--- config.mk ---
export PLATFORM = sky130hd
export DESIGN_NAME = stable_priority_queue_top
export DESIGN_NICKNAME = d
export VERILOG_FILES = /design/src/rtl/core/spq_pkg.sv /design/src/rtl/core/stable_priority_queue_top.sv /design/src/rtl/core/spq_cell.sv
export SDC_FILE = /design/constraint.sdc
export NUM_CORES = 2
export LEC_CHECK = 0
export BUFFER_PORTS_ARGS = -buffer_cell sky130_fd_sc_hd__buf_2
export CORE_AREA = 3 3 368 261
export DETAILED_ROUTE_END_ITERATION = 7
export DIE_AREA = 0 0 371 264
export PLACE_DENSITY = 0.84
export SLEW_MARGIN = 20
export SYNTH_ARGS = -nofsm -noshare
export SYNTH_HDL_FRONTEND = slang
export SYNTH_SLANG_ARGS = --single-unit
--- constraint.sdc ---
create_clock -name clk -period 9 [get_ports clk]
set_clock_uncertainty 0.1 [all_clocks]
set_input_delay 1.8 -clock clk [delete_from_list [all_inputs] [get_ports clk]]
set_output_delay 1.8 -clock clk [all_outputs]
set_load 0.02 [all_outputs]
--- src/rtl/core/spq_pkg.sv ---
// Package with the shared types and constants of the stable priority queue.
package spq_pkg;

  localparam int SPQ_CAPACITY = 16;
  localparam int ITEM_W       = 32;
  localparam int PRIO_W       = 16;
  localparam int COUNT_OUT_W  = 5;

  typedef enum logic {
    REQ_PUSH = 1'b0,
    REQ_POP  = 1'b1
  } req_e_t;

  // One slot of the sorted chain.
  typedef struct packed {
    logic                     valid;
    logic signed [PRIO_W-1:0] prio;
    logic [ITEM_W-1:0]        item;
  } spq_entry_t;

  // Operation broadcast to every cell in the cycle a word is accepted.
  typedef struct packed {
    logic                     push_en;
    logic                     pop_en;
    logic signed [PRIO_W-1:0] key;
    logic [ITEM_W-1:0]        item;
  } spq_op_t;

  localparam spq_entry_t EMPTY_ENTRY = '{valid: 1'b0, prio: '0, item: '0};

endpackage

--- src/rtl/core/stable_priority_queue_top.sv ---
// Top level of the stable priority queue: a chain of sorted cells and a result register.
//
// The block keeps up to CAPACITY entries (item handle and signed priority) in
// a row of cells sorted head first. The smallest priority is the head, and
// equal priorities leave in arrival order.
// Input channel: in_valid/in_stall with one request word made of req_type,
// item_handle and priority_req. A push inserts an entry, a pop removes the
// head. A push into a full queue is dropped and flagged, a pop of an empty
// queue changes nothing and is flagged.
// Output channel: out_valid/out_stall, one result word per request carrying
// the head after the request, the count and the two flags.
// The result is registered: the word accepted at one edge shows its result
// after that edge. One request is accepted per cycle while in_stall is low;
// every cell updates in the accept cycle, so the rate is set by the single
// broadcast insert/shift step. While the result register holds a word that
// the receiver stalls, in_stall is raised and the chain holds still.
// Reset (rst_n low, synchronous) empties the queue and the result register.
module stable_priority_queue_top
  import spq_pkg::*;
#(
  parameter int CAPACITY = SPQ_CAPACITY
) (
  input  logic                     clk,
  input  logic                     rst_n,
  input  logic                     in_valid,
  output logic                     in_stall,
  input  logic                     in_req_type,
  input  logic [ITEM_W-1:0]        in_item_handle,
  input  logic signed [PRIO_W-1:0] in_priority_req,
  output logic                     out_valid,
  input  logic                     out_stall,
  output logic                     out_head_valid,
  output logic [ITEM_W-1:0]        out_head_item,
  output logic signed [PRIO_W-1:0] out_head_priority,
  output logic [COUNT_OUT_W-1:0]   out_entry_count,
  output logic                     out_push_dropped,
  output logic                     out_pop_on_empty
);

  localparam int CNT_W = $clog2(CAPACITY + 1);

  spq_entry_t cell_q   [CAPACITY];
  spq_entry_t cell_d   [CAPACITY];
  logic       cell_shift [CAPACITY];

  spq_op_t    op;
  logic       accept;
  logic       is_push;
  logic       is_full;
  logic       is_empty;
  logic       drop;
  logic       empty_pop;

  logic [CNT_W-1:0]             count_r;
  logic [CNT_W-1:0]             count_nxt;
  logic [CNT_W+COUNT_OUT_W-1:0] count_wide;

  logic                     out_valid_r;
  logic                     head_valid_r;
  logic [ITEM_W-1:0]        head_item_r;
  logic signed [PRIO_W-1:0] head_prio_r;
  logic [COUNT_OUT_W-1:0]   count_out_r;
  logic                     dropped_r;
  logic                     empty_pop_r;

  // The result register is the only buffer, so a new word is taken whenever
  // that register is free or is being emptied in the same cycle.
  assign in_stall = out_valid_r && out_stall;
  assign accept   = in_valid && !in_stall;
  assign is_push  = (in_req_type == REQ_PUSH);

  // Full and empty are read straight from the ends of the chain.
  assign is_full   = cell_q[CAPACITY-1].valid;
  assign is_empty  = !cell_q[0].valid;
  assign drop      = is_push && is_full;
  assign empty_pop = !is_push && is_empty;

  assign op.push_en = accept && is_push && !is_full;
  assign op.pop_en  = accept && !is_push && !is_empty;
  assign op.key     = in_priority_req;
  assign op.item    = in_item_handle;

  // Each cell sees its left neighbor for inserts and its right neighbor for
  // pops; the head cell has no left neighbor and the tail reads an empty slot.
  for (genvar i = 0; i < CAPACITY; i++) begin : g_cell
    spq_entry_t left_e;
    logic       left_s;
    spq_entry_t right_e;

    if (i == 0) begin : g_head
      assign left_e = EMPTY_ENTRY;
      assign left_s = 1'b0;
    end else begin : g_mid
      assign left_e = cell_q[i-1];
      assign left_s = cell_shift[i-1];
    end

    if (i == CAPACITY - 1) begin : g_tail
      assign right_e = EMPTY_ENTRY;
    end else begin : g_body
      assign right_e = cell_q[i+1];
    end

    spq_cell u_cell (
      .clk         (clk),
      .rst_n       (rst_n),
      .op          (op),
      .left_entry  (left_e),
      .left_shift  (left_s),
      .right_entry (right_e),
      .entry       (cell_q[i]),
      .shift       (cell_shift[i]),
      .entry_nxt   (cell_d[i])
    );
  end

  always_comb begin
    count_nxt = count_r;
    if (op.push_en) begin
      count_nxt = count_r + CNT_W'(1);
    end else if (op.pop_en) begin
      count_nxt = count_r - CNT_W'(1);
    end
  end

  // The reported count is the count after the request, cut to the output width.
  assign count_wide = (CNT_W + COUNT_OUT_W)'(count_nxt);

  always_ff @(posedge clk) begin
    if (!rst_n) begin
      count_r     <= '0;
      out_valid_r <= 1'b0;
    end else begin
      count_r <= count_nxt;
      if (accept) begin
        out_valid_r <= 1'b1;
      end else if (!out_stall) begin
        out_valid_r <= 1'b0;
      end
    end
  end

  // The head after the request is the next value of the first cell.
  always_ff @(posedge clk) begin
    if (accept) begin
      head_valid_r <= cell_d[0].valid;
      head_item_r  <= cell_d[0].valid ? cell_d[0].item : '0;
      head_prio_r  <= cell_d[0].valid ? cell_d[0].prio : '0;
      count_out_r  <= count_wide[COUNT_OUT_W-1:0];
      dropped_r    <= drop;
      empty_pop_r  <= empty_pop;
    end
  end

  assign out_valid         = out_valid_r;
  assign out_head_valid    = head_valid_r;
  assign out_head_item     = head_item_r;
  assign out_head_priority = head_prio_r;
  assign out_entry_count   = count_out_r;
  assign out_push_dropped  = dropped_r;
  assign out_pop_on_empty  = empty_pop_r;

endmodule

--- src/rtl/core/spq_cell.sv ---
// One slot of the sorted chain with its insert and shift logic.
module spq_cell
  import spq_pkg::*;
(
  input  logic       clk,
  input  logic       rst_n,
  input  spq_op_t    op,
  input  spq_entry_t left_entry,
  input  logic       left_shift,
  input  spq_entry_t right_entry,
  output spq_entry_t entry,
  output logic       shift,
  output spq_entry_t entry_nxt
);

  logic                     valid_r;
  logic                     valid_nxt;
  logic signed [PRIO_W-1:0] prio_r;
  logic signed [PRIO_W-1:0] prio_nxt;
  logic [ITEM_W-1:0]        item_r;
  logic [ITEM_W-1:0]        item_nxt;

  // A slot moves right on a push when it is empty or strictly larger than the
  // new key, so equal priorities keep their arrival order.
  assign shift = !valid_r || (prio_r > op.key);

  always_comb begin
    valid_nxt = valid_r;
    prio_nxt  = prio_r;
    item_nxt  = item_r;
    if (op.push_en && shift) begin
      if (left_shift) begin
        valid_nxt = left_entry.valid;
        prio_nxt  = left_entry.prio;
        item_nxt  = left_entry.item;
      end else begin
        valid_nxt = 1'b1;
        prio_nxt  = op.key;
        item_nxt  = op.item;
      end
    end else if (op.pop_en) begin
      valid_nxt = right_entry.valid;
      prio_nxt  = right_entry.prio;
      item_nxt  = right_entry.item;
    end
  end

  always_ff @(posedge clk) begin
    if (!rst_n) begin
      valid_r <= 1'b0;
    end else begin
      valid_r <= valid_nxt;
    end
  end

  always_ff @(posedge clk) begin
    prio_r <= prio_nxt;
    item_r <= item_nxt;
  end

  assign entry     = '{valid: valid_r, prio: prio_r, item: item_r};
  assign entry_nxt = '{valid: valid_nxt, prio: prio_nxt, item: item_nxt};

endmodule

* Word level (Yosys, flattened, before mapping)
Cells that the tools add are included. W data, S select, Z words.
Storage, ports and cells: word-level logic and storage cells 293, register bits 846
Cells by class: reduce and logical (&&, ||, !) cells 72, equality and inequality tests 1, order comparisons 16, bitwise gates (word level) 1, multiplexer cells 145, $add $sub $neg 2
Operator list (number):
- $mux W32 | 47
- $mux W16 | 47
- $gt A16 B16 Y1 | 16
- $mux W1 | 49
- $reduce_bool A2 Y1 | 15
- $logic_and A1 B1 Y1 | 24
- $logic_not A1 Y1 | 17
- $logic_or A1 B1 Y1 | 16
- $mux W5 | 2
- $add A5 B1 Y5 const B | 1
- $sub A5 B1 Y5 const B | 1
- $ne A2 B1 Y1 const B | 1
- $not A1 Y1 | 1

* Depth between registers and ports, before layout
depth after elaboration 7, mapped depth 14, depth with buffers taken out 9

* Modules after synthesis
From an unflattened synthesis, not the netlist that was laid out.
Unflattened totals: cell total of the unflattened synthesis 4660, area total of the unflattened synthesis 51087.7 µm²
Modules (own cells, without submodules):
- spq_cell (g_cell[15].u_cell ...) | cells each 281, area an instance 3044.2 µm², instances 10
- spq_cell (g_cell[0].u_cell ...) | cells each 282, area an instance 3032.9 µm², instances 6
- stable_priority_queue_top | cells each 158, area an instance 2448.6 µm², instances 1

* Worst setup path before layout
Ideal clock, no wire load.
path kind input to register, start in in_priority_req[15], end reg g_cell[5].u_cell.item_r[0], enable pin, stages on the path 9, arrival 7144 ps, required time 8380 ps, path slack 1236 ps, path through clkbuf_1 inv_1 ha_1 nand4_1 nor4_1 a221oi_1 mux2i_1 buf_2 o21ai_0
Between the ends: longest elaborated chain between the ends 4
Ends and longest elaborated chain:
- from (decl) | line stable_priority_queue_top.sv:29 | input logic signed [PRIO_W-1:0] in_priority_req,
- $gt A16 B16 Y1 | line spq_cell.sv:25 | assign shift = !valid_r || (prio_r > op.key);
- $logic_or A1 B1 Y1 | line spq_cell.sv:25
- $logic_and A1 B1 Y1 | line spq_cell.sv:31 | if (op.push_en && shift) begin
- $reduce_bool A2 Y1 (no source line)
- to (signal assigned) | line spq_cell.sv:58 | item_r <= item_nxt;
- to (decl) | line spq_cell.sv:20 | logic [ITEM_W-1:0] item_r;
No other way between the ends. A chain may end at the register's enable or synchronous reset.

==> metrics.csv <==
metric;value;unit
tightest_slew;1.13;ns
async_reset_ff_frac;0;
crit_type;input port to flip-flop;
status;finished clean;
finalSetupTns;0;ns
cts_resized;0;
start_util;0.572;
yosysMostFrequentCell;edfxtp_1;
slew_viol_final;0;
yosysTopAreaCellShare;0.441;
reg2reg_from;g_cell[3].u_cell.prio_r[15];
grt_pass1_vias;41901;
relSlewSlack;0.245;
synth_cell_types;85;
grt_pass1_wl;260000;µm
end_kind;flip-flop;
core_area;0.0923;mm²
synth_fa_ha_area_frac;0.0574;
synthTopCellsByArea;edfxtp_1, mux2_2, ha_1;
rrSetupSlack;4.50;ns
max_freq;0.156;GHz
critPathLaunchType;input port;
wire_per_inst;28.2;µm
drc;0;
cts.sinks;846;
p_per_area;197;mW/mm²
drv_cap;0;
antenna_found_initial;9;
crit_end;g_cell[1].u_cell.item_r[27];
dieArea;0.0979;mm²
min_period;6.42;ns
root_buffer;clkbuf_16;
utilization;0.618;
via_per_inst;7.32;
place.port_buffers;110;
grt.total_usage;0.341;
hold_violations;0;
reg2reg_to;g_cell[3].u_cell.prio_r[13];
required;9.26;ns
peakVddDrop;0.000147;V
hold_class;flip-flop to flip-flop;
nets;5135;
synth_enable_flop_cells;776;
drt_iter0_markers;8373;
die_x;371;µm
gp_congestion;0.975;
cts_tree;done;
layout_worst_path_cycle_share;0.713;
synth_area_per_cell;10.5;µm²
hold_buffers;0;
die_y;264;µm
rsz0062_at_grt;no;
syn_area;0.0528;mm²
final_layout_size_suffix_gt1_frac;0.153;
wl;173000;µm
synth_compound_area_frac;0.214;
yosys_most_used_dff;edfxtp_1;
detail-route-antenna-nets;0;
yosysTopAreaCell;edfxtp_1;
synth_mux_area_frac;0.125;
synth-seq-cells;846;
syn_to_final_growth;7.99;%
setup.worst_path.start;in_priority_req[12];
cp.arrival;6.68;ns
synth.net_count;5340;
grt-ovfl-total;0;
min_from;g_cell[12].u_cell.valid_r;
firstDrtPassIters;8;
synth_top_family_by_area;compound AO/OA/AOI/OAI gates;
setup_viol;0;
synth_common_cells;edfxtp_1, nand2_1, a21oi_1;
path_clk_slew;0.06;ns
dp_hpwl;114000;µm
row_count;93;
yosys_warnings;0;
synth_xor_area_frac;0.000830;
synth-simple-area-share;0.0891;
grt_max_degree;99;
post_cts_buffers;0;
cts_buffers;85;
r2r.worst_path.cells;9;
power;0.0112;W
clockBufferDepth;3;
num_vias;45020;
p_leak;21.0;nW
path_max_fanout;23;
syn_inst;5045;
h-tree-depth;3;
ys_seq_area_frac;0.468;
clk_latency;0.68;ns
ios;111;
power by group:
part | leakage [nW] | internal (W) | switching, W
logic | 11.7 | 0.000851 | 0.00148
registers | 7.89 | 0.00478 | 0.000337
clock network | 1.44 | 0.00215 | 0.00163
total | 21.0 | 0.00778 | 0.00345
state kept, by name (all words and copies together) (netlist names):
| signal | count |
|---|---|
| out_head_priority | 16 |
| g_cell.u_cell.valid_r | 16 |
| out_pop_on_empty | 1 |
| out_valid | 1 |
| count_r | 5 |
| out_entry_count | 5 |
| g_cell.u_cell.prio_r | 256 |
| out_push_dropped | 1 |
| out_head_item | 32 |
| out_head_valid | 1 |
| g_cell.u_cell.item_r | 512 |
layer usage:
metal  track usage  vias to the layer above  share of wire
met5             0                        -              0
li1              -                    19106              -
met4         0.105                        0          0.033
met2         0.454                     4039           0.39
met3         0.122                      501           0.18
met1         0.512                    21374           0.39
how the worst min path moves through the flow:
stage | depth (start not counted) | endpoint
2_1_floorplan | 2 | g_cell[12].u_cell.valid_r
3_3_place_gp | 2 | g_cell[12].u_cell.valid_r
3_5_place_dp | 2 | g_cell[11].u_cell.valid_r
4_1_cts | 2 | g_cell[11].u_cell.valid_r
5_1_grt | 2 | g_cell[12].u_cell.valid_r
6_report | 2 | g_cell[11].u_cell.valid_r
through the flow:
stage | cell area (µm²) | setup slack (ns) | std cells | hold slack [ns]
floorplan | 52800 | 1.24 | 5045 | 0.368
global placement | 53900 | 2.27 | 5984 | 0.405
detailed placement | 54000 | 2.12 | 5986 | 0.426
CTS | 56900 | 2.83 | 6145 | 0.435
global route | 57000 | 2.43 | 6149 | 0.469
finish | 57000 | 2.58 | 6151 | 0.444
placed cells by master, fill, tap and decap left out, drive strengths merged, types with 69 or more instances in the layout:
master / instances
inv: 69
edfxtp: 776
ha: 242
a22o: 143
nand3: 71
clkbuf: 113
o21ai: 293
dfxtp: 70
mux2: 332
nor2: 370
mux2i: 284
a31oi: 152
nand2: 441
a22oi: 329
a21oi: 410
buf: 211
worst max-delay path, cell delays in order:
cell and delay (ns):
buf_2 0.51, inv_1 0.71, ha_1 0.53, and4_1 0.25, a311oi_1 0.39, and4_1 0.82
or2_2 0.83, buf_4 0.45, mux2i_1 0.26, a21oi_1 0.09
final cells by class:
type	count	area [µm²]
fillers	7063	35300
multi-input cells	3628	26200
well taps	1235	1550
flip-flops and latches	846	24700
clock inverters	46	437
clock buffers	113	2480
repair buffers	211	1410
inverters	68	255
diodes	4	10.0
kinds of logic after synthesis:
kind of cell | after synthesis
compound gates | 1682
simple gates | 1083
flops | 846
mux | 616
buf+inv | 571
fa+ha+maj | 242
xor+xnor | 5
Power figures use the tool's default switching activity.
